[src/pcv_pkg.sv]
package pcv_pkg;

    localparam int KSIZE     = 3;
    localparam int N_CH      = 3;
    localparam int CH_W      = 8;
    localparam int PX_W      = 24;
    localparam int FW_W      = 11;
    localparam int FH_W      = 12;
    localparam int SHIFT_W   = 4;
    localparam int IDX_W     = 3;
    localparam int W_MIN     = 3;
    localparam int H_MIN     = 3;
    localparam int H_MAX     = 4095;
    localparam int CH_MAX    = 255;
    localparam int FW_RESET  = 640;
    localparam int FH_RESET  = 480;
    localparam int PEND_W    = 3;
    localparam int Q_DEPTH   = 8;
    localparam int Q_PTR_W   = 3;
    localparam int Q_CNT_W   = 4;

    localparam logic [IDX_W-1:0] REG_FRAME_WIDTH  = 3'd0;
    localparam logic [IDX_W-1:0] REG_FRAME_HEIGHT = 3'd1;
    localparam logic [IDX_W-1:0] REG_KERNEL_LEFT  = 3'd2;
    localparam logic [IDX_W-1:0] REG_KERNEL_MID   = 3'd3;
    localparam logic [IDX_W-1:0] REG_KERNEL_RIGHT = 3'd4;
    localparam logic [IDX_W-1:0] REG_RESULT_SHIFT = 3'd5;

    localparam logic OP_FLUSH = 1'b1;

    typedef enum logic [2:0] {
        ST_RUN,
        ST_CLAMP,
        ST_MUL_IN,
        ST_MUL_OUT,
        ST_MUL_FRAME,
        ST_GAP
    } t_seq_state;

    typedef struct packed {
        logic pixel;
        logic emit;
        logic mask_l;
        logic mask_r;
        logic mask_t;
        logic mask_b;
        logic frame_end;
    } t_item_ctl;

endpackage

[src/pcv_lane.sv]
module pcv_lane #(
    parameter int WEIGHT_BITS = 8,
    localparam int SUM_W = WEIGHT_BITS + 11
) (
    input  logic                                i_clk,
    input  logic [pcv_pkg::PX_W-1:0]            i_pix [pcv_pkg::KSIZE],
    input  logic [3*WEIGHT_BITS-1:0]            i_weights,
    input  logic                                i_col_en,
    input  logic [pcv_pkg::KSIZE-1:0]           i_row_en,
    output logic signed [SUM_W-1:0]             o_part [pcv_pkg::N_CH]
);
    import pcv_pkg::*;

    localparam int PROD_W = WEIGHT_BITS + 9;

    logic signed [PROD_W-1:0] prod   [KSIZE][N_CH];
    logic signed [PROD_W-1:0] r_prod [KSIZE][N_CH];

    // one product per row and channel of this kernel column
    always_comb begin
        for (int r = 0; r < KSIZE; r++) begin
            for (int ch = 0; ch < N_CH; ch++) begin
                if (i_col_en && i_row_en[r]) begin
                    prod[r][ch] = PROD_W'($signed(i_weights[r*WEIGHT_BITS +: WEIGHT_BITS]))
                                * PROD_W'($signed({1'b0, i_pix[r][ch*CH_W +: CH_W]}));
                end else begin
                    prod[r][ch] = '0;
                end
            end
        end
    end

    always_ff @(posedge i_clk) begin
        r_prod <= prod;
        for (int ch = 0; ch < N_CH; ch++) begin
            o_part[ch] <= SUM_W'(r_prod[0][ch]) + SUM_W'(r_prod[1][ch])
                        + SUM_W'(r_prod[2][ch]);
        end
    end

endmodule

[config.mk]
export PLATFORM = sky130hd
export DESIGN_NAME = pcv_lane
export DESIGN_NICKNAME = d
export VERILOG_FILES = /design/src/pcv_pkg.sv /design/src/pcv_lane.sv
export SDC_FILE = /design/constraint.sdc
export NUM_CORES = 2
export LEC_CHECK = 0
export CAP_MARGIN = 40
export CORE_MARGIN = 2
export CORE_UTILIZATION = 45
export CTS_CLUSTER_DIAMETER = 30
export DETAILED_ROUTE_END_ITERATION = 10
export DONT_BUFFER_PORTS = 1
export GPL_ROUTABILITY_DRIVEN = 0
export PLACE_DENSITY_LB_ADDON = 0.05
export SLEW_MARGIN = 10
export SYNTH_ARGS = -nofsm -noshare
export SYNTH_HDL_FRONTEND = slang
export SYNTH_SLANG_ARGS = --single-unit
[constraint.sdc]
create_clock -name i_clk -period 5.3 [get_ports i_clk]
set_input_delay 0.795 -clock i_clk [delete_from_list [all_inputs] [get_ports i_clk]]
set_output_delay 0.795 -clock i_clk [all_outputs]
set_load 0.01 [all_outputs]
; ---- After elaboration in Yosys (flattened, before gate mapping)
; Index checks and enable logic that the tools add are counted.
[word_totals]
input_bits = 101
out_inout_bits = 57
ff_bits = 210
elab_cells = 30
[classes]
add_sub_neg = 6
multipliers = 9
n_reduce_logical = 3
[ops]
columns = cell, n
row1 = $mul A8 B9 Y17, 9
row2 = $add A18 B17 Y19, 3
row3 = $add A17 B17 Y18, 3
row4 = $logic_and A1 B1 Y1, 3

; ---- Longest topological paths before layout
[logic_depth]
word_depth = 2
mapped_depth = 20
ltp_nobuf = 19

; ---- Least setup slack after synthesis
; No wires, ideal clock.
[synth_timing]
kind = input -> register
start = input i_weights[23]
end = register r_prod[47] (netlist bit)
path_buffers = 1
t_required_ns = 5.172
t_arrival_ns = 5.047
cell_stages = 17
setup_ns = 0.128
setup_slack_ns = 0.126
cell_sequence = inv_1 -> clkbuf_1 -> fa_1 -> fa_1 -> inv_1 -> fa_1 -> inv_1 -> fa_1 -> inv_1 -> ha_1 -> o21ai_1 -> nor2_1 -> or4_4 -> a2111oi_2 -> or3_1 -> xor2_1 -> nor2_1
[synth_via]
elab_chain_cells = 1
[synth_lines]
columns = element, line_no
row1 = start: declaration, pcv_lane.sv:7  ; input logic [3*WEIGHT_BITS-1:0] i_weights,
row2 = $mul A8 B9 Y17, pcv_lane.sv:25  ; * PROD_W'($signed({1'b0, i_pix[r][ch*CH_W +: CH_W]}));
row3 = end signal: assignment, pcv_lane.sv:34  ; r_prod <= prod;
row4 = end: declaration, pcv_lane.sv:17  ; logic signed [PROD_W-1:0] r_prod [KSIZE][N_CH];
; Every way passes these cells.
; A chain may end at the register's enable or synchronous reset.

; ---- Worst setup path after layout
[layout_timing]
start = input i_weights[15]
end = register r_prod[64] (netlist bit)
; Same word-level chain as after synthesis.

==> impl_results.md <==
* Area growth syn-to-layout at 9.907%
* GRT Total Usage at 0.2160
* Hold WC Path Type: in -> reg
* Ant. Diodes at 0
* Post-DP HPWL at 54.69 mm
* Placed cell areas at 28560 sq um
* CP Cell Sequence: inv_1, fa_1, fa_1, inv_1, fa_1, inv_1, fa_1, inv_1, ha_1, a21oi_1, nor2b_1, a311o_1, o31ai_1, o21bai_1, a21oi_1, mux2i_1
* Slowest CP cell: fa_1
* Row count at 90
* Routed WL at 66.09 mm
* Worst-path clk slew at 0.05 ns
* Setup TNS at 0 ns
* Layout cell share with drive strength beyond 1 at 0.04220
* Initial antenna violation count at 3
* CTS H-Tree Depth at 2
* HP Start: i_row_en[1]
* Vias per cell at 5.100
* Critical path buffer and inverter count at 4
* Max-slew violation count at 0
* PD cells at 408.8 nW/um^2
* Largest family of logic cells by synthesized area: adder cells
* Crit end category: flop
* Reg-to-Reg Start: r_prod[2]
* Hold Vio Cnt, Final at 0
* R2R Setup Slk at 2.21 ns
* Place WS at 0.2167 ns
* Peak VDD IR at 0.2672 mV
* Port bufs at 0
* Hold slack at 0.3591 ns
* Post-synth EDFFs at 0
* Clock root buffer: clkbuf_16
* Worst-margin pin slew at 0.7545 ns
* Post-synth ARST share at 0
* Worst Skew at 0.02367 ns
* Non-Filler Instances at 3839
* Worst setup margin at 0.8158 ns
* Final count of negative-setup-slack endpoints at 0
* Tcrit/Tclk final at 0.8461
* # IOs at 158
* Fill cells at 5740
* Nets at 3937
* Max-cap check violation count at 0
* Post-CTS setup buffer count at 0
* CP peak stage delay at 0.53 ns
* Worst skew pair latency at 0.58 ns
* ANT nets after route at 0
* Sequential fraction of the synthesis area at 0.1517
* Yosys reg bits at 210
* Routed WL per cell at 17.21 microns
* Main flop type after synthesis: dfxtp_1
* Syn_area_per_cell at 9.225 sq um
* Die area at 63600 sq um
* Post-synthesis xor/xnor area fraction at 0.03633
* Synth Warn # at 0
* CP delay by family, top: adder cells
* Status: completed
* CTS sink count at 210
* Clock buffer count from CTS at 55
* Final Cell Area at 30470 sq um
* Setup crit start: i_weights[15]
* Vias in the first global route at 20842
* Die W at 252.2 microns
* Most frequent cells in the layout: inv_1 (523), ha_1 (438), fa_1 (387), and2_1 (363), dfxtp_1 (210)
* Arr. time, crit path at 4.99 ns
* Mux share of post-synthesis cell area at 0.0007222
* Core ar. at 60580 sq um
* First drt pass iteration count at 5
* CTS tree: yes
* Largest net degree at the start of global routing at 44
* Iteration-0 DRC Markers at 891
* Most common cell after layout, fill and taps aside: inv_1
* RSZ-0062 raised after global routing: no
* Peak Freq at 0.2230 GHz
* Distinct cells, synth at 63
* Cell count after synthesis at 3005
* Max FO, Critical Path at 13
* Simple-gate share of the synthesized area at 0.1792
* Leakage power at 15.69 nW
* Placed Instances at 3736
* Via Count at 19577
* Worst setup SP type: input pin
* Die Height at 252.2 microns
* First-pass GRT wire length at 108.8 mm
* Synth Area in Compound Gates at 0.07542
* Worst slew margin at 0.4931
* Maximum buffer depth of the clock tree at 3
* Starting Density at 0.4576
* Residual DRC at 0
* CTS Hold Buffers Added at 0
* Adder-Cell Fraction of Synth Area at 0.4772
* Syn Nets at 3931
* Worst Path Required at 5.81 ns
* Final Critical Period at 4.484 ns
* Grt total ovfl at 0
* Syn Std Cell Area at 27720 sq um
* Cts repair resizes at 0
* CP Class: in -> reg
## worst paths after layout
check | endpoint | cells past startpoint
worst max-delay path | r_prod[64] | 16
worst min-delay path | r_prod[54] | 1
worst max register to register | o_part[16] | 9
worst min register to register | o_part[38] | 3
## worst register-to-register path, stage by stage, from the launching register on
cell	delay (ns)
dfxtp_1	0.31
fa_1	0.56
ha_1	0.23
a21o_1	0.18
a21o_1	0.22
a2111o_1	0.45
a41o_1	0.29
o211ai_2	0.25
o211ai_1	0.17
xor2_1	0.30
## final cells by class
type	count	area, sq um	area share
inverters	524	1967	0.06456
repair buffers	12	97.59	0.003203
multi-input cells	2208	21310	0.6996
well taps	782	978.4	0.03211
clock buffers	61	1460	0.04792
flip-flops and latches	210	4204	0.1380
clock inverters	42	446.7	0.01466
## stage by stage
step	power (mW)	utilization
3_5_place_dp	9.199	0.4714
6_report	12.45	0.5029
5_1_grt	13.72	0.5029
3_3_place_gp	9.185	0.4712
4_1_cts	12.64	0.5029
2_1_floorplan	7.596	-
## routing by layer
metal / global-route usage / wire length (microns) / share of wire / vias up
met2: 0.3563 / 30570 / 0.46 / 356
met1: 0.2884 / 30350 / 0.46 / 9595
li1: - / - / - / 9544
met4: 0.06762 / 1962 / 0.030 / 0
met3: 0.03841 / 3198 / 0.048 / 82
met5: 0 / 0 / 0 / -
## Yosys cell counts (all sizes together) (52+ instances only)
cell type  count  area share
a21oi         90       0.016
o21ai         59       0.011
ha           438        0.20
xnor2         67       0.021
and2         364       0.082
dfxtp        210        0.15
inv          523       0.071
nand2        180       0.024
fa           387        0.28
nor2         189       0.026
a21o          52       0.014
clkbuf        62      0.0084
## cell families (layout without fill, tap and decap cells)
group           after synthesis  after routing
simple gates                948            948
fa+ha+maj                   825            825
buf+inv                     587            639
compound gates              318            318
flops                       210            210
xor+xnor                    115            115
mux                           2              2
## registers in the layout (all words and copies together) (netlist names)
register	cells
r_prod	153
o_part	57
## where the power goes
group | switching [mW] | internal, mW
Clock | 1.11 | 2.21
Sequential | 0.398 | 2.04
Combinational | 3.71 | 2.98
Total | 5.22 | 7.24
(Power assumes the default switching activity.)
