`config.mk`:
```
export PLATFORM = sky130hd
export DESIGN_NAME = pcv_ctrl
export DESIGN_NICKNAME = d
export VERILOG_FILES = /design/src/pcv_pkg.sv /design/src/pcv_ctrl.sv
export SDC_FILE = /design/constraint.sdc
export NUM_CORES = 1
export LEC_CHECK = 0
export ABC_AREA = 1
export BUFFER_PORTS_ARGS = -buffer_cell sky130_fd_sc_hd__buf_2
export CAP_MARGIN = 15
export CORE_UTILIZATION = 52
export CTS_CLUSTER_DIAMETER = 100
export DETAILED_ROUTE_END_ITERATION = 10
export PLACE_DENSITY = 0.68
export SLEW_MARGIN = 40
export SYNTH_ARGS = -nofsm -noshare
export SYNTH_HDL_FRONTEND = slang
export SYNTH_SLANG_ARGS = --single-unit
```
`constraint.sdc`:
```
create_clock -name i_clk -period 6.6 [get_ports i_clk]
set_clock_uncertainty 0.05 [all_clocks]
set_input_delay 0.99 -clock i_clk [delete_from_list [all_inputs] [get_ports i_clk]]
set_output_delay 0.99 -clock i_clk [all_outputs]
set_load 0.02 [all_outputs]
```
`src/pcv_pkg.sv`:
```
package pcv_pkg;

    localparam int KSIZE     = 3;
    localparam int N_CH      = 3;
    localparam int CH_W      = 8;
    localparam int PX_W      = 24;
    localparam int FW_W      = 11;
    localparam int FH_W      = 12;
    localparam int SHIFT_W   = 4;
    localparam int IDX_W     = 3;
    localparam int W_MIN     = 3;
    localparam int H_MIN     = 3;
    localparam int H_MAX     = 4095;
    localparam int CH_MAX    = 255;
    localparam int FW_RESET  = 640;
    localparam int FH_RESET  = 480;
    localparam int PEND_W    = 3;
    localparam int Q_DEPTH   = 8;
    localparam int Q_PTR_W   = 3;
    localparam int Q_CNT_W   = 4;

    localparam logic [IDX_W-1:0] REG_FRAME_WIDTH  = 3'd0;
    localparam logic [IDX_W-1:0] REG_FRAME_HEIGHT = 3'd1;
    localparam logic [IDX_W-1:0] REG_KERNEL_LEFT  = 3'd2;
    localparam logic [IDX_W-1:0] REG_KERNEL_MID   = 3'd3;
    localparam logic [IDX_W-1:0] REG_KERNEL_RIGHT = 3'd4;
    localparam logic [IDX_W-1:0] REG_RESULT_SHIFT = 3'd5;

    localparam logic OP_FLUSH = 1'b1;

    typedef enum logic [2:0] {
        ST_RUN,
        ST_CLAMP,
        ST_MUL_IN,
        ST_MUL_OUT,
        ST_MUL_FRAME,
        ST_GAP
    } t_seq_state;

    typedef struct packed {
        logic pixel;
        logic emit;
        logic mask_l;
        logic mask_r;
        logic mask_t;
        logic mask_b;
        logic frame_end;
    } t_item_ctl;

endpackage

```
`src/pcv_ctrl.sv`:
```
module pcv_ctrl #(
    parameter int MAX_WIDTH = 1024,
    localparam int COL_W  = $clog2(MAX_WIDTH),
    localparam int WEFF_W = $clog2(MAX_WIDTH + 1)
) (
    input  logic                      i_clk,
    input  logic                      i_rst_n,
    input  logic [WEFF_W-1:0]         i_w,
    input  logic [pcv_pkg::FH_W-1:0]  i_h,
    input  logic                      i_size_wr,
    input  logic                      i_op,
    input  logic                      i_accept,
    output logic                      o_run,
    output pcv_pkg::t_item_ctl        o_step,
    output logic [COL_W-1:0]          o_col
);
    import pcv_pkg::*;

    localparam int LIN_W = $clog2(MAX_WIDTH * H_MAX);
    localparam int MUL_W = FH_W + WEFF_W;

    t_seq_state r_state, n_state;

    logic [COL_W-1:0] r_in_col, r_out_col;
    logic [FH_W-1:0]  r_in_row, r_out_row;
    logic [LIN_W-1:0] r_gap;
    logic [LIN_W-1:0] r_prod_in, r_prod_out, r_frame;

    logic             at_start, gap_le_w, take_flush, is_pixel, emit;
    logic             in_col_last, in_row_last, out_col_last, out_row_last;
    logic [FH_W-1:0]  mul_a;
    logic [MUL_W-1:0] mul_p;
    logic [LIN_W:0]   lin_in, lin_out;
    logic [LIN_W-1:0] gap_calc;

    // decision for the item at the input
    always_comb begin
        at_start     = (r_in_col == '0) && (r_in_row == '0);
        gap_le_w     = r_gap <= LIN_W'(i_w);
        take_flush   = at_start && (r_gap != '0) && ((i_op == OP_FLUSH) || gap_le_w);
        is_pixel     = (i_op != OP_FLUSH) && !take_flush;
        emit         = take_flush || (is_pixel && !gap_le_w);
        in_col_last  = (WEFF_W'(r_in_col) + WEFF_W'(1)) == i_w;
        in_row_last  = (r_in_row + FH_W'(1)) == i_h;
        out_col_last = (WEFF_W'(r_out_col) + WEFF_W'(1)) == i_w;
        out_row_last = (r_out_row + FH_W'(1)) == i_h;

        o_step.pixel     = is_pixel;
        o_step.emit      = emit;
        o_step.mask_l    = (r_out_col != '0);
        o_step.mask_r    = !out_col_last;
        o_step.mask_t    = (r_out_row != '0);
        o_step.mask_b    = !out_row_last;
        o_step.frame_end = out_row_last && out_col_last;
    end

    assign o_col = r_in_col;
    assign o_run = (r_state == ST_RUN);

    // shared multiplier for rebuilding the pending count
    always_comb begin
        case (r_state)
            ST_MUL_IN:  mul_a = r_in_row;
            ST_MUL_OUT: mul_a = r_out_row;
            default:    mul_a = i_h;
        endcase
        mul_p    = MUL_W'(mul_a) * MUL_W'(i_w);
        lin_in   = (LIN_W+1)'(r_prod_in) + (LIN_W+1)'(r_in_col);
        lin_out  = (LIN_W+1)'(r_prod_out) + (LIN_W+1)'(r_out_col);
        if (lin_in >= lin_out) begin
            gap_calc = LIN_W'(lin_in - lin_out);
        end else begin
            gap_calc = LIN_W'(lin_in + (LIN_W+1)'(r_frame) - lin_out);
        end
    end

    always_comb begin
        n_state = r_state;
        if (i_size_wr) begin
            n_state = ST_CLAMP;
        end else begin
            unique case (r_state)
                ST_RUN:       n_state = ST_RUN;
                ST_CLAMP:     n_state = ST_MUL_IN;
                ST_MUL_IN:    n_state = ST_MUL_OUT;
                ST_MUL_OUT:   n_state = ST_MUL_FRAME;
                ST_MUL_FRAME: n_state = ST_GAP;
                ST_GAP:       n_state = ST_RUN;
                default:      n_state = ST_RUN;
            endcase
        end
    end

    always_ff @(posedge i_clk) begin
        if (!i_rst_n) begin
            r_state <= ST_RUN;
        end else begin
            r_state <= n_state;
        end
    end

    always_ff @(posedge i_clk) begin
        if (!i_rst_n) begin
            r_in_col  <= '0;
            r_in_row  <= '0;
            r_out_col <= '0;
            r_out_row <= '0;
            r_gap     <= '0;
        end else begin
            case (r_state)
                ST_RUN: begin
                    if (i_accept) begin
                        if (is_pixel) begin
                            r_in_col <= in_col_last ? '0 : r_in_col + COL_W'(1);
                            if (in_col_last) begin
                                r_in_row <= in_row_last ? '0 : r_in_row + FH_W'(1);
                            end
                        end
                        if (emit) begin
                            r_out_col <= out_col_last ? '0 : r_out_col + COL_W'(1);
                            if (out_col_last) begin
                                r_out_row <= out_row_last ? '0 : r_out_row + FH_W'(1);
                            end
                        end
                        if (is_pixel && !emit) begin
                            r_gap <= r_gap + LIN_W'(1);
                        end else if (take_flush) begin
                            r_gap <= r_gap - LIN_W'(1);
                        end
                    end
                end
                ST_CLAMP: begin
                    if (WEFF_W'(r_in_col) >= i_w) begin
                        r_in_col <= '0;
                    end
                    if (r_in_row >= i_h) begin
                        r_in_row <= '0;
                    end
                    if (WEFF_W'(r_out_col) >= i_w) begin
                        r_out_col <= '0;
                    end
                    if (r_out_row >= i_h) begin
                        r_out_row <= '0;
                    end
                end
                ST_MUL_IN:    r_prod_in  <= LIN_W'(mul_p);
                ST_MUL_OUT:   r_prod_out <= LIN_W'(mul_p);
                ST_MUL_FRAME: r_frame    <= LIN_W'(mul_p);
                ST_GAP:       r_gap      <= gap_calc;
                default: ;
            endcase
        end
    end

endmodule

```
**After elaboration in Yosys (flattened, before gate mapping)**

Index checks and enable logic that the tools add are counted.

- Add/sub/neg operators: 13
- $mul: 1
- Order comparisons: 6
- Eq/ne operators: 19
- Multiplexer cells: 30
- Bitwise operators: 2
- Reductions and logical operators: 31

Operators with widths:

| operator | count |
|---|---|
| $mux 12 | 10 |
| $mux 22 | 4 |
| $mux 10 | 8 |
| $pmux 12 s2 | 3 |
| $add 22x10->23 | 2 |
| $pmux 22 s2 | 1 |
| $sub 22x22->22 | 2 |
| $pmux 10 s2 | 2 |
| $add 12x1->12 const B | 2 |
| $eq 12x12->1 | 2 |
| $ge 12x12->1 | 2 |
| $ge 23x23->1 | 1 |
| $add 10x1->11 const B | 2 |
| $add 22x1->22 const B | 1 |
| $add 22x22->22 | 1 |
| $eq 11x11->1 | 2 |
| $ge 10x11->1 | 2 |
| $le 22x11->1 | 1 |
| $mul 12x11->22 | 1 |
| $reduce_bool 22->1 | 1 |
| $sub 22x1->22 const B | 1 |
| $add 10x1->10 const B | 2 |
| $logic_not 12->1 | 1 |
| $pmux 3 s4 | 1 |
| other kinds (21) | 47 |

- Bits in registers: 135
- Input port bits: 28
- Output and inout port bits: 18
- Logic and storage cells: 112

**Depth between registers and ports, before layout**

- Word-level depth: 13
- Gate-level depth with buffers: 30
- Mapped depth without buffers: 29

**Least setup slack after synthesis**

No wires, ideal clock.

- Kind: in2reg
- From: input i_h[3] in the netlist's numbering
- To: register r_frame[19], data pin
- Library setup time: 0.273 ns
- Arrival time: 5.659 ns
- Required time: 6.277 ns
- Slack: 0.618 ns
- Stages on the path: 23
- Buffers on the path: 0
- Cells stage by stage: inv_1 > a22oi_1 > o21a_1 > inv_1 > nor2_1 > fa_1 > inv_1 > fa_1 > inv_1 > fa_1 > fa_1 > inv_1 > fa_1 > inv_1 > ha_1 > a21o_1 > nor2_1 > nand2_1 > a21oi_1 > nor3_1 > nor2_1 > o21ai_0 > xor2_1

- Word-level cells in the longest chain between the ends: 2

Ends and longest elaborated chain:

| item | line | RTL |
|---|---|---|
| start: declaration | pcv_ctrl.sv:9 | `input logic [pcv_pkg::FH_W-1:0] i_h,` |
| $pmux 12 s2 | pcv_ctrl.sv:62 | `case (r_state)` |
| $mul 12x11->22 | pcv_ctrl.sv:67 | `mul_p = MUL_W'(mul_a) * MUL_W'(i_w);` |
| via mul_p[19] | pcv_ctrl.sv:32 | `logic [MUL_W-1:0] mul_p;` |
| end signal: assignment | pcv_ctrl.sv:148 | `ST_MUL_FRAME: r_frame <= LIN_W'(mul_p);` |
| end: declaration | pcv_ctrl.sv:27 | `logic [LIN_W-1:0] r_prod_in, r_prod_out, r_frame;` |

The timed path passes the listed nets, and every way through them passes these cells.
A chain may end at the register's enable or synchronous reset.

**Worst setup path in the final report**

- From: register r_state[1]
- To: register r_frame[16], data pin

- Word-level cells in the longest chain between the ends: 3
- Elaborated cells on any way between the ends: 4
- Those cells by class: mul: 1; eq/ne: 2; mux: 1

Ends and longest elaborated chain:

| item | line | RTL |
|---|---|---|
| start: declaration | pcv_ctrl.sv:22 | `t_seq_state r_state, n_state;` |
| start signal: assignment | pcv_ctrl.sv:98 | `r_state <= n_state;` |
| $eq 3x2->1 | pcv_ctrl.sv:62 |  |
| $pmux 12 s2 (*) | pcv_ctrl.sv:62 |  |
| $mul 12x11->22 (*) | pcv_ctrl.sv:67 |  |
| via mul_p[16] | pcv_ctrl.sv:32 |  |

Mark *: on every way through the listed nets, which the timed path passes. The rest lies on a longest branch.

==> impl_metrics.json <==
{
  "p_leak_nw": 9.46,
  "area.growth.synth_to_final_pct": 8.54,
  "final_util": 0.578,
  "syn_area_um2": 18000,
  "ys_warn_count": 0,
  "worstMarginPinSlew_ns": 0.885,
  "seq_area_frac_synth": 0.187,
  "cp_data_arrival_time_ns": 6.35,
  "ir_drop_v": 0.000383,
  "ys_types": 57,
  "die_h_um": 188,
  "maxSlewViolCount": 0,
  "ant_nets": 0,
  "htree_levels": 4,
  "post-route-period-util": 0.939,
  "cts.path.max_buffers": 2,
  "via_per_inst": 5.75,
  "layout_common_cells": "519 x nand2_1, 329 x inv_1, 321 x nor2_1",
  "required_ns": 6.75,
  "drive_above_1_share": 0.0706,
  "wl_um": 59300,
  "cts-root-buf": "clkbuf_16",
  "die_w_um": 188,
  "end_kind": "flop",
  "grt_max_degree": 50,
  "fp.coreArea_um2": 33800,
  "tritoncts": "yes",
  "nFillCells": 3296,
  "r2r_setup_slack_ns": 0.40,
  "outcome": "finished clean",
  "slew-limit-headroom": 0.404,
  "cts.sinks": 135,
  "clk_pin_slew_ns": 0.06,
  "drtPass1Iterations": 5,
  "io-pin-count": 46,
  "grt_pass1_vias": 16800,
  "layout_commonest_cell": "nand2_1",
  "power.density_nw_per_um2": 410,
  "grt_pass1_wl_um": 94000,
  "grt_antenna_before_repair": 2,
  "period_needed_ns": 6.20,
  "cts_buffers": 17,
  "synthArstFlopShare": 0,
  "start_util": 0.533,
  "final.setup.tns_ns": 0,
  "gr-usage-all-layers": 0.344,
  "port_buffers": 45,
  "cp_max_fo": 11,
  "min_path_type": "reg2reg",
  "drt_iter0_markers": 1501,
  "synth.avg_cell_area_um2": 7.15,
  "synth-seq-cells": 135,
  "finalHoldViolCount": 0,
  "place_congestion": 0.979,
  "ys.flop_type": "dfxtp_1",
  "dpl.hpwl_um": 48900,
  "die_area_um2": 35300,
  "synthCells": 2515,
  "drc": 0,
  "synth-edff-count": 66,
  "rows": 67,
  "multi_input_area_um2": 13100,
  "nNetsFinal": 2926,
  "num_vias": 17500,
  "wl_per_cell_um": 19.5,
  "worstSetupPathType": "reg2reg",
  "critPathLaunchType": "flop",
  "grt-ovfl-total": 0,
  "rsz0062_at_grt": "false",
  "synth_nets": 2861,
  "max_freq_mhz": 161,
  "seq_area_um2": 3360,
  "finalSetupViolCount": 0,
  "clk_latency_ns": 0.44,
  "max_cap_viol_count": 0
}
-- area by class of cell --
| class | instances | area share |
|---|---|---|
| multi-input combinational | 1991 | 0.673 |
| sequential | 135 | 0.172 |
| inverter | 347 | 0.0667 |
| tap | 448 | 0.0287 |
| timing repair buffer | 88 | 0.0281 |
| clock buffer | 19 | 0.0238 |
| clock inverter | 13 | 0.00730 |
| antenna | 2 | 0.000256 |
-- kinds of logic after synthesis --
kind of cell             count (synthesis)  share of synthesized area
flip-flops                             135                      0.187
adder cells (fa/ha/maj)                318                      0.268
buffers and inverters                  389                     0.0834
XOR/XNOR                               144                     0.0713
AND/OR/NAND/NOR                       1122                      0.265
AO/OA/AOI/OAI                          407                      0.125
-- power by group --
group	switching, W	leakage [nW]	internal [W]
Clock	0.000420	0.284	0.000592
Sequential	0.000114	1.16	0.00136
Combinational	0.00355	8.02	0.00196
Total	0.00408	9.46	0.00392
-- cell usage after synthesis, drive strengths merged (9+ instances only) --
cell type / n / share of area
nand2: 529 / 0.11
inv: 342 / 0.071
nor2: 333 / 0.072
ha: 205 / 0.14
a21oi: 200 / 0.056
nand3: 151 / 0.043
o21ai: 136 / 0.039
fa: 113 / 0.13
xor2: 104 / 0.051
dfxtp: 69 / 0.077
edfxtp: 66 / 0.11
xnor2: 39 / 0.019
nor3: 38 / 0.013
nand4: 33 / 0.011
clkbuf: 25 / 0.0052
buf: 17 / 0.0058
a21o: 13 / 0.0054
nor4: 12 / 0.0042
o21a: 11 / 0.0046
or2: 11 / 0.0038
nand3b: 9 / 0.0040
-- state kept, by name, indices dropped and copies added, names as in the netlist --
signal / count
r_gap: 22
r_frame: 22
r_out_col: 10
r_in_row: 12
r_prod_out: 22
r_prod_in: 22
o_col: 10
r_out_row: 12
r_state: 3
-- what timing repair did --
| item | in CTS | in global routing |
|---|---|---|
| setup endpoints to repair | 0 | 9 |
| gates resized for setup | 0 | 4 |
| buffers inserted | 0 | 1 |
| hold buffers | 0 | 0 |
-- final timing paths --
| kind | from | to | cells after the start |
|---|---|---|---|
| worst max-delay path | r_state[1] | r_frame[16] | 23 |
| worst min-delay path | r_out_row[11] | r_out_row[11] | 2 |
| worst max register to register | r_state[1] | r_frame[16] | 23 |
| worst min register to register | r_out_row[11] | r_out_row[11] | 2 |
-- metal layers --
layer,global-route usage,share of wire,routed length [um],vias to the layer above
met5,0,0.00019,11,-
met4,0.0835,0.018,1090,2
met3,0.0678,0.093,5540,81
met2,0.521,0.43,25400,723
met1,0.499,0.46,27300,8292
li1,-,-,-,8388
-- through the flow --
| step | power [W] | cells | instance area, um2 | hold WS (ns) | setup WS [ns] |
|---|---|---|---|---|---|
| after floorplan | 0.00541 | 2515 | 18000 | 0.444 | 0.618 |
| after CTS | 0.00787 | 3040 | 19500 | 0.496 | 0.355 |
| final | 0.00800 | 3043 | 19500 | 0.493 | 0.400 |
| after global routing | 0.00871 | 3041 | 19500 | 0.532 | 0.0515 |
| after global placement | 0.00677 | 3008 | 18900 | 0.487 | 0.215 |
| after detailed placement | 0.00682 | 3008 | 18900 | 0.487 | 0.157 |
-- critical path, stage by stage, from the launching register on --
cell,delay (ns)
dfxtp_1,0.33
inv_1,0.07
nor2_1,0.18
inv_1,0.10
buf_4,0.20
a22oi_1,0.22
o21a_1,0.26
inv_1,0.09
buf_4,0.17
nor2_1,0.17
fa_1,0.46
fa_1,0.52
fa_1,0.52
fa_1,0.56
inv_1,0.06
fa_1,0.52
inv_1,0.04
ha_1,0.36
nand2_1,0.13
nor2_1,0.19
nand2_1,0.07
o21ai_0,0.39
xor2_1,0.13
buf_4,0.16
Note: power is estimated with default switching activity, not from simulation.
