--- src/pcv_pkg.sv ---
package pcv_pkg;

    localparam int KSIZE     = 3;
    localparam int N_CH      = 3;
    localparam int CH_W      = 8;
    localparam int PX_W      = 24;
    localparam int FW_W      = 11;
    localparam int FH_W      = 12;
    localparam int SHIFT_W   = 4;
    localparam int IDX_W     = 3;
    localparam int W_MIN     = 3;
    localparam int H_MIN     = 3;
    localparam int H_MAX     = 4095;
    localparam int CH_MAX    = 255;
    localparam int FW_RESET  = 640;
    localparam int FH_RESET  = 480;
    localparam int PEND_W    = 3;
    localparam int Q_DEPTH   = 8;
    localparam int Q_PTR_W   = 3;
    localparam int Q_CNT_W   = 4;

    localparam logic [IDX_W-1:0] REG_FRAME_WIDTH  = 3'd0;
    localparam logic [IDX_W-1:0] REG_FRAME_HEIGHT = 3'd1;
    localparam logic [IDX_W-1:0] REG_KERNEL_LEFT  = 3'd2;
    localparam logic [IDX_W-1:0] REG_KERNEL_MID   = 3'd3;
    localparam logic [IDX_W-1:0] REG_KERNEL_RIGHT = 3'd4;
    localparam logic [IDX_W-1:0] REG_RESULT_SHIFT = 3'd5;

    localparam logic OP_FLUSH = 1'b1;

    typedef enum logic [2:0] {
        ST_RUN,
        ST_CLAMP,
        ST_MUL_IN,
        ST_MUL_OUT,
        ST_MUL_FRAME,
        ST_GAP
    } t_seq_state;

    typedef struct packed {
        logic pixel;
        logic emit;
        logic mask_l;
        logic mask_r;
        logic mask_t;
        logic mask_b;
        logic frame_end;
    } t_item_ctl;

endpackage

--- src/pcv_merge.sv ---
module pcv_merge #(
    parameter int WEIGHT_BITS = 8,
    localparam int SUM_W = WEIGHT_BITS + 11
) (
    input  logic                              i_clk,
    input  logic                              i_rst_n,
    input  logic signed [SUM_W-1:0]           i_part [pcv_pkg::KSIZE][pcv_pkg::N_CH],
    input  logic                              i_valid,
    input  logic                              i_frame_end,
    input  logic [pcv_pkg::SHIFT_W-1:0]       i_shift,
    input  logic [pcv_pkg::PEND_W-1:0]        i_pending,
    output logic                              o_room,
    output logic                              o_valid,
    input  logic                              i_ready,
    output logic [pcv_pkg::PX_W-1:0]          o_data,
    output logic                              o_last
);
    import pcv_pkg::*;

    localparam int TOT_W = SUM_W + 2;

    logic signed [TOT_W-1:0] tot     [N_CH];
    logic signed [TOT_W-1:0] shifted [N_CH];
    logic [PX_W-1:0]         res;

    logic [PX_W-1:0]    r_q_data [Q_DEPTH];
    logic               r_q_last [Q_DEPTH];
    logic [Q_PTR_W-1:0] r_wr_ptr;
    logic [Q_PTR_W-1:0] r_rd_ptr;
    logic [Q_CNT_W-1:0] r_cnt;
    logic               pop;

    // add the column partials, floor shift, clip to pixel range
    always_comb begin
        for (int ch = 0; ch < N_CH; ch++) begin
            tot[ch] = TOT_W'(i_part[0][ch]) + TOT_W'(i_part[1][ch]) + TOT_W'(i_part[2][ch]);
            shifted[ch] = tot[ch] >>> i_shift;
            if (shifted[ch][TOT_W-1]) begin
                res[ch*CH_W +: CH_W] = '0;
            end else if (shifted[ch] > TOT_W'(CH_MAX)) begin
                res[ch*CH_W +: CH_W] = CH_W'(CH_MAX);
            end else begin
                res[ch*CH_W +: CH_W] = shifted[ch][CH_W-1:0];
            end
        end
    end

    assign o_valid = (r_cnt != '0);
    assign pop     = o_valid && i_ready;
    assign o_data  = r_q_data[r_rd_ptr];
    assign o_last  = r_q_last[r_rd_ptr];
    // room for every result still in the pipeline plus one more
    assign o_room  = (r_cnt + Q_CNT_W'(i_pending)) < Q_CNT_W'(Q_DEPTH);

    always_ff @(posedge i_clk) begin
        if (i_valid) begin
            r_q_data[r_wr_ptr] <= res;
            r_q_last[r_wr_ptr] <= i_frame_end;
        end
    end

    always_ff @(posedge i_clk) begin
        if (!i_rst_n) begin
            r_wr_ptr <= '0;
            r_rd_ptr <= '0;
            r_cnt    <= '0;
        end else begin
            if (i_valid) begin
                r_wr_ptr <= r_wr_ptr + Q_PTR_W'(1);
            end
            if (pop) begin
                r_rd_ptr <= r_rd_ptr + Q_PTR_W'(1);
            end
            r_cnt <= r_cnt + Q_CNT_W'(i_valid) - Q_CNT_W'(pop);
        end
    end

endmodule

--- config.mk ---
export PLATFORM = sky130hd
export DESIGN_NAME = pcv_merge
export DESIGN_NICKNAME = d
export VERILOG_FILES = /design/src/pcv_pkg.sv /design/src/pcv_merge.sv
export SDC_FILE = /design/constraint.sdc
export NUM_CORES = 1
export LEC_CHECK = 0
export BUFFER_PORTS_ARGS = -buffer_cell sky130_fd_sc_hd__buf_2
export CAP_MARGIN = 5
export CELL_PAD_IN_SITES_DETAIL_PLACEMENT = 0
export CELL_PAD_IN_SITES_GLOBAL_PLACEMENT = 1
export CORE_MARGIN = 2
export CORE_UTILIZATION = 51
export CTS_CLUSTER_DIAMETER = 120
export DETAILED_ROUTE_END_ITERATION = 8
export PLACE_DENSITY_LB_ADDON = 0.3
export SLEW_MARGIN = 20
export SYNTH_ARGS = -nofsm -noshare
export SYNTH_HDL_FRONTEND = slang
export SYNTH_SLANG_ARGS = --single-unit
--- constraint.sdc ---
create_clock -name i_clk -period 6.7 [get_ports i_clk]
set_input_delay 0.67 -clock i_clk [delete_from_list [all_inputs] [get_ports i_clk]]
set_output_delay 0.67 -clock i_clk [all_outputs]
set_load 0.01 [all_outputs]
## After elaboration in Yosys (flattened, before gate mapping)

Memory sizes are Yosys's and may differ from the RTL's. A register that Yosys moved wholly into a read port is not among the register bits.
Index checks and enable logic that the tools add are counted.

- Bits of input ports: 183
- Logic and storage cells: 37
- Output and inout bits: 27
- Memories: 2
- Bits in writable memories: 200
- Flip-flop bits (word level): 10

- Add/subtract/negate cells: 11
- Reduce and logical (&&, ||, !) cells: 2
- Multiplexer cells: 12
- Shift operators: 3
- $lt $le $gt $ge: 4

Memories:

| name | depth | width | read ports | clocked after Yosys merged registers in | wr ports | RTL line | RTL |
|---|---|---|---|---|---|---|---|
| r_q_data | 8 | 24 | 1 | 1 | 1 | pcv_merge.sv:26 | `logic [PX_W-1:0] r_q_data [Q_DEPTH];` |
| r_q_last | 8 | 1 | 1 | 1 | 1 | pcv_merge.sv:27 | `logic r_q_last [Q_DEPTH];` |

Operators with widths:

| cell | number |
|---|---|
| adder 20 x 19 -> 21 bit | 3 |
| > comparator 21 x 9 -> 1 bit (second input constant) | 3 |
| >>> shifter 21 x 4 -> 21 bit | 3 |
| adder 19 x 19 -> 20 bit | 3 |
| 2-to-1 mux 8 bit | 6 |
| 2-to-1 mux 3 bit | 4 |
| adder 3 x 1 -> 3 bit (second input constant) | 2 |
| adder 4 x 1 -> 4 bit | 1 |
| adder 4 x 3 -> 4 bit | 1 |
| less-than comparator 4 bit (second input constant) | 1 |
| nonzero test 4 bit | 1 |
| subtractor 4 x 1 -> 4 bit | 1 |
| 2-to-1 mux 1 bit | 2 |
| logical AND 1 bit | 1 |

## Longest topological paths before layout

Gate-level depths: netlist (run 1).

- Word-level depth: 6
- Mapped depth: 17
- Gate-level depth less buffers: 14

## Least setup slack after synthesis (run 1)

Ideal clock, no wire load.

- Kind: input-to-reg
- Start: in i_part[1] (netlist name)
- End: mem r_q_data[0][21] (data pin)
- Library setup time: 0.265 ns
- Slack: 2.052 ns
- Arrival time: 4.383 ns
- Stages: 14
- Buffers on the path: 1
- Data required time: 6.435 ns
- Cell sequence: fa_1 ha_1 fa_1 a21o_1 a221oi_4 o211ai_1 xnor2_1 a221o_1 a211oi_1 o32ai_1 and3_1 and4b_1 buf_6 o21ai_0

- Longest elaborated chain between the ends: 5

Ends and longest elaborated chain:

| item | RTL line | RTL |
|---|---|---|
| from (decl) | pcv_merge.sv:7 | `input logic signed [SUM_W-1:0] i_part [pcv_pkg::KSIZE][pcv_pkg::N_CH],` |
| adder 20 x 19 -> 21 bit * | pcv_merge.sv:36 | `tot[ch] = TOT_W'(i_part[0][ch]) + TOT_W'(i_part[1][ch]) + TOT_W'(i_part[2][ch]);` |
| >>> shifter 21 x 4 -> 21 bit * | pcv_merge.sv:37 | `shifted[ch] = tot[ch] >>> i_shift;` |
| > comparator 21 x 9 -> 1 bit | pcv_merge.sv:40 | `end else if (shifted[ch] > TOT_W'(CH_MAX)) begin` |
| 2-to-1 mux 8 bit | pcv_merge.sv:40 |  |
| 2-to-1 mux 8 bit * | pcv_merge.sv:38 | `if (shifted[ch][TOT_W-1]) begin` |
| via res[21] | pcv_merge.sv:24 | `logic [PX_W-1:0] res;` |
| to (decl) | pcv_merge.sv:26 |  |

Mark *: on every way through the listed nets, which the timed path passes. The rest lies on a longest branch.

## Worst setup path in the final report (run 1)

- Start: in i_part[1] (netlist name)
- End: mem r_q_data[7][21] (data pin)

The elaborated chain is that of the path after synthesis.

==> flow_metrics.tcl, run 1 <==
set metrics [dict create \
    status "finished, final reports clean" \
    r2r_slack_ns 4.49 \
    syn_nets 1827 \
    avgSynthCellArea_um2 10.7 \
    path_common_cell "fa_1" \
    fin_crit_ns 4.98 \
    fmax_mhz 201 \
    cts_num_sinks 213 \
    cpPeakStageDelay_ns 0.64 \
    synth_cells 1517 \
    power_density_nw_per_um2 292 \
    post-route-drc-count 0 \
    holdPathStages 1 \
    wl_met1_um 17500 \
    clk_latency_ns 0.48 \
    start_kind "primary input" \
    final_util_pct 57.9 \
    finClkSkew_ns 0.00868 \
    die_y_um 182 \
    design_area_um2 18200 \
    synth-async-reset-ratio_pct 0 \
    path_buf_inv 1 \
    place_hpwl_um 26900 \
    max_cap_viol_count 0 \
    h-tree-depth 1 \
    leakage_nw 7.52 \
    port_buffers 209 \
    coreArea_um2 31400 \
    overflow 0 \
    antenna_found_initial 2 \
    grt_pass1_vias 11603 \
    place_ws_ns 1.33 \
    synthesis.area_um2 16200 \
    drtAntennaViolNets 0 \
    synth-edff-count 200 \
    cpLargestDelayFamily "compound AO/OA/AOI/OAI gates" \
    critPathCaptureType "flip-flop" \
    fin_crit_sh_pct 74.3 \
    drive_gt1_share_pct 22.6 \
    met2WireLength_um 17200 \
    worst_pin_slew_ns 1.06 \
    postCtsSetupBuffers 0 \
    path_cells "buf_2, fa_1, ha_1, fa_1, a21o_1, a221oi_4, o211ai_1, xnor2_1, a221o_1, a211oi_1, o32ai_1, and3_1, and4b_1, o21ai_0" \
    placed_area_um2 17600 \
    critPathArrivalTime_ns 5.15 \
    synth_top_area_cell "edfxtp_1" \
    wirelength_um 37300 \
    rows 65 \
    path_class "in -> reg" \
    syn_to_final_growth_pct 12.2 \
    ys_top_cells_by_area "edfxtp_1 37%, mux4_2 8.5%, fa_1 7.5%" \
    wl_met3_um 2110 \
    whs_endpoint "r_q_last[5]" \
    synth_top_area_share_pct 37.1 \
    track_usage_pct 22.4 \
    hold_buffers 0 \
    hold_path_startpoint "i_frame_end" \
    vias 12309 \
    cts_buffer_depth 3 \
    first_pass_iters 6 \
    maxSlewViolCount 0 \
    ys_seq_area_share_pct 38.7 \
    path_max_fanout 8 \
    clk_pin_slew_worst_paths_ns 0.07 \
    fin_setup_tns_ns 0 \
    ys_types 83 \
    hold_path.class "in -> reg" \
    grt_pass1_wl_um 60500 \
    routed_via_density 5.89 \
    first_iter_violations 1028 \
    cts_resized 0 \
    die_area_um2 33200 \
    gp_congestion 0.911 \
    slew_headroom_pct 29.1 \
    die_w_um 182 \
    hold_viol_final 0 \
    tritoncts "built" \
    ir_drop_v 0.000154 \
    clockRootBuffer "clkbuf_16" \
    grt_setup_unrepaired "false" \
    highest_layer "met5" \
    final-setup-viol-count 0 \
    io_pins 210 \
    nets 1986 \
    yosysWarningCount 0 \
    required_ns 6.87 \
    r2r_start "r_cnt[2]" \
    ys_ff_latch 213 \
    synth_ff_type "edfxtp_1" \
    wl_per_cell_um 17.9 \
    cts_buffers 18 \
    diodes 0 \
    r2r-end "r_cnt[2]" \
    grt_max_degree 53 \
    slowest_stage "o21ai_0" \
    start_util_pct 51.6 \
    reg2reg_depth 12 \
    setup_ws_ns 1.72 \
]
## Yosys cell counts, types with 33 or more instances
master and n:
a21oi_1 93, mux4_2 61, mux2_2 36, clkbuf_1 59
ha_1 66, o21ai_0 53, a211oi_1 38, mux2i_1 33
nor2_1 68, xnor2_1 34, edfxtp_1 200, inv_1 226
nand2_1 102, fa_1 61
## sequential cells by signal, indices dropped and copies added, names as in the netlist, named ones only
signal	count
r_q_last	8
r_q_data	192
r_cnt	4
r_rd_ptr	3
r_wr_ptr	3
## per-layer routing
layer,GRT usage [%],vias to the layer above
met5,0,-
met4,4.52,4
met3,2.27,44
met2,36.2,424
met1,33.0,5972
li1,-,5865
## layout by cell type, fill, tap and decap left out, drive strengths merged, types with 5 or more instances in the layout
master   Yosys  final
edfxtp     200    200
mux4        61     61
o211ai      20     20
o21a         8      8
o21bai       8      8
or2          6      6
fa          61     61
nor3        19     19
a31oi       13     13
clkbuf      59     24
a2111oi      5      5
xnor2       34     34
dfxtp       13     13
nand2b      10     10
nor2        68     68
nor4         6      6
nand3       22     22
ha          66     66
and3        18     18
inv        227    227
o21ai       55     55
a22oi        6      6
o221ai       6      6
mux2i       33     33
a311o        5      5
buf         22    220
and2        19     19
mux2        36     36
a21o        29     29
a221oi      12     12
a31o         8      8
xor2        17     17
nand4       14     14
a21oi       94     94
nor2b       11     11
a21boi       7      7
a311oi       6      6
a211oi      41     41
nand2      102    102
clkinv       3      7
## worst max path at each step
stage	from	end	slack, ns	depth (start not counted)
floorplan	i_part[1]	r_q_data[0][21]	2.05	14
global placement	i_part[1]	r_q_data[4][21]	1.45	14
detailed placement	i_part[1]	r_q_data[5][21]	1.33	14
CTS	i_part[1]	r_q_data[7][21]	1.76	14
global route	i_part[2]	r_q_data[1][21]	1.38	13
finish	i_part[1]	r_q_data[7][21]	1.72	14
## power breakdown
| part | internal [mW] | switching, mW | total, mW |
|---|---|---|---|
| clock | 0.635 | 0.432 | 1.07 |
| combinational | 1.07 | 1.40 | 2.47 |
| sequential | 1.68 | 0.0987 | 1.78 |
| total | 3.38 | 1.93 | 5.32 |
## metrics by stage
stage	instances	power [mW]	hold slack [ns]
final	2089	5.32	0.461
after global routing	2089	5.67	0.459
after CTS	2089	5.33	0.452
after detailed placement	2058	4.25	0.505
after global placement	2058	4.21	0.490
after floorplan	1517	3.61	0.467
## logic make-up after synthesis
logic type / Yosys count / share of synthesized area [%]
flip-flops: 213 / 38.7
AO/OA/AOI/OAI: 376 / 16.5
multiplexers: 130 / 13.0
buffers and inverters: 311 / 7.30
AND/OR/NAND/NOR: 309 / 9.14
adder cells (fa/ha/maj): 127 / 12.6
XOR/XNOR: 51 / 2.76
## final cells by class
type                    count  area [µm²]
repair buffers            220        1130
clock buffers              24         494
fillers                  2714       13200
well taps                 402         503
flip-flops and latches    213        6270
inverters                 230         863
multi-input cells         993        8810
clock inverters             7         109
## worst register-to-register path, stage by stage (launching register included)
cell	delay (ns)
dfxtp_1	0.33
inv_1	0.06
ha_1	0.19
nand3_1	0.10
nand2_1	0.11
inv_1	0.12
ha_1	0.23
inv_1	0.06
ha_1	0.15
inv_1	0.06
fa_1	0.40
xnor2_1	0.14
and2_1	0.15
(Power assumes the default switching activity.)
==> run 2, diff against run 1 <==
--- a/config.mk
+++ b/config.mk
@@ -10,7 +10,7 @@
 export CELL_PAD_IN_SITES_DETAIL_PLACEMENT = 0
 export CELL_PAD_IN_SITES_GLOBAL_PLACEMENT = 1
 export CORE_MARGIN = 2
-export CORE_UTILIZATION = 51
+export CORE_UTILIZATION = 42
 export CTS_CLUSTER_DIAMETER = 120
 export DETAILED_ROUTE_END_ITERATION = 8
 export PLACE_DENSITY_LB_ADDON = 0.3
==> constraint.sdc (replaced) <==
create_clock -name i_clk -period 4.2 [get_ports i_clk]
set_input_delay 0.42 -clock i_clk [delete_from_list [all_inputs] [get_ports i_clk]]
set_output_delay 0.42 -clock i_clk [all_outputs]
set_load 0.01 [all_outputs]
==> flow_metrics.tcl, run 2 (synthesis results as in run 1) <==
set metrics [dict create \
    seq_area_um2 6270 \
    start_kind "primary input" \
    die_w_um 200 \
    critPathCaptureType "flip-flop" \
    tritoncts "built" \
    drive_gt1_share_pct 33.6 \
    top_register "r_q_data" \
    setup_ws_ns 0.124 \
    path_max_fanout 8 \
    coreArea_um2 37800 \
    required_ns 4.42 \
    grt_pass1_wl_um 66600 \
    hold_path.class "in -> reg" \
    clk_latency_ns 0.47 \
    fmax_mhz 245 \
    hold_path_startpoint "i_frame_end" \
    io_pins 210 \
    fin_crit_sh_pct 97.0 \
    p_sw_mw 3.36 \
    vias 12987 \
    cp-endpoint "r_q_data[5][5]" \
    diodes 0 \
    leakage_nw 8.61 \
    slowest_stage "fa_1" \
    syn_to_final_growth_pct 24.9 \
    fillers 3453 \
    place_hpwl_um 30800 \
    clk_pin_slew_worst_paths_ns 0.06 \
    overflow 0 \
    post-route-drc-count 0 \
    start_util_pct 42.8 \
    fin_crit_ns 4.08 \
    placed_area_um2 19400 \
    nets 2205 \
    track_usage_pct 20.0 \
    combinationalPowerShare_pct 52.8 \
    cpPeakStageDelay_ns 0.52 \
    h-tree-depth 1 \
    largest_register_ffs 192 \
    holdWs_ns 0.228 \
    ir_drop_v 0.000276 \
    first_pass_iters 6 \
    p_sw_share_pct 35.5 \
    drtAntennaViolNets 0 \
    reg2reg_depth 12 \
    antenna_found_initial 2 \
    routed_via_density 5.37 \
    maxSlewViolCount 0 \
    fin_setup_tns_ns 0 \
    wirelength_um 40800 \
    seqPwrFrac_pct 29.4 \
    clockRootBuffer "clkbuf_16" \
    final_common_cell "buf_4" \
    cts_buffers 19 \
    critPathArrivalTime_ns 4.29 \
    wl_per_cell_um 16.9 \
    r2r_slack_ns 2.00 \
    max_cap_viol_count 0 \
    design_area_um2 20200 \
    p_clk_share_pct 17.8 \
    stdcell_count 2418 \
    cts_buffer_depth 3 \
    p_int_mw 6.10 \
    cts_num_sinks 213 \
    hold_viol_final 0 \
    first_iter_violations 862 \
    worst_pin_slew_ns 0.999 \
    slew_headroom_pct 33.2 \
    final-setup-viol-count 0 \
    finClkSkew_ns 0.00573 \
    path_class "in -> reg" \
    path_cells "buf_2, inv_1, fa_1, inv_1, ha_2, a21o_1, a31o_2, o2111a_1, or4_4, nand2_1, mux4_2, nand4_1, a2111oi_4, buf_4, a31o_2, a21oi_1, buf_4" \
    status "finished, final reports clean" \
    startpoint "i_part[43]" \
    grt_max_degree 51 \
    place_ws_ns -0.564 \
    power_density_nw_per_um2 468 \
    die_area_um2 40200 \
    hold_buffers 0 \
    rows 71 \
    top_regs "r_q_data x192, r_q_last x8, r_cnt x4" \
    grt_pass1_vias 12744 \
    multiInputGateArea_um2 9060 \
    r2r-end "r_cnt[2]" \
    die_y_um 200 \
    dp.cells 2380 \
    final_cell_mix "227 x buf_4, 226 x inv_1, 209 x buf_2, 200 x edfxtp_1, 102 x nand2_1" \
    gp_congestion 0.862 \
    r2r_start "r_cnt[2]" \
    port_buffers 209 \
]
run 2: per-layer routing:
metal,global-route usage [%],wire [µm]
met5,0,27
met4,2.33,320
met3,1.35,2100
met2,32.8,18600
met1,30.2,19800
run 2: metrics by stage:
stage / power, mW / utilization, %
after floorplan: 5.81 / -
after global placement: 7.60 / 51.2
after detailed placement: 7.66 / 51.2
after CTS: 9.36 / 52.9
after global routing: 10.1 / 53.5
final: 9.46 / 53.5
run 2: worst max-delay path, delay by kind of cell:
kind	cells	cell delay (ns)
mux	1	0.29
compound gates	6	1.44
buf+inv	5	0.50
fa+ha+maj	2	0.83
simple gates	3	0.81
run 2: worst min-delay path by stage:
stage | cells after the start | slack, ns | to
6_report | 1 | 0.23 | r_q_last[7]
2_1_floorplan | 2 | 0.47 | flip-flop
4_1_cts | 1 | 0.21 | r_q_last[7]
3_3_place_gp | 2 | 0.48 | flip-flop
5_1_grt | 1 | 0.23 | r_q_last[6]
3_5_place_dp | 2 | 0.50 | flip-flop
run 2: area by class of cell:
| cell class | instances | area share (%) |
|---|---|---|
| tap | 511 | 3.16 |
| clock buffer | 24 | 2.54 |
| inverter | 230 | 4.27 |
| multi-input combinational | 993 | 44.8 |
| clock inverter | 9 | 0.470 |
| timing repair buffer | 438 | 13.8 |
| sequential | 213 | 31.0 |
run 2: power groups by stage:
stage	Combinational, mW	Clock, mW	Sequential [mW]
finish	4.99	1.68	2.78
CTS	4.78	1.71	2.87
detailed placement	4.75	0	2.92
global placement	4.69	0	2.91
global route	5.50	1.79	2.80
floorplan	3.07	0	2.75
run 2: repair_timing:
action,4_1_cts,5_1_grt
setup endpoints to repair,16,192
pin swaps,0,16
gates resized for setup,3,42
hold endpoints to repair,0,0
setup buffers,0,4
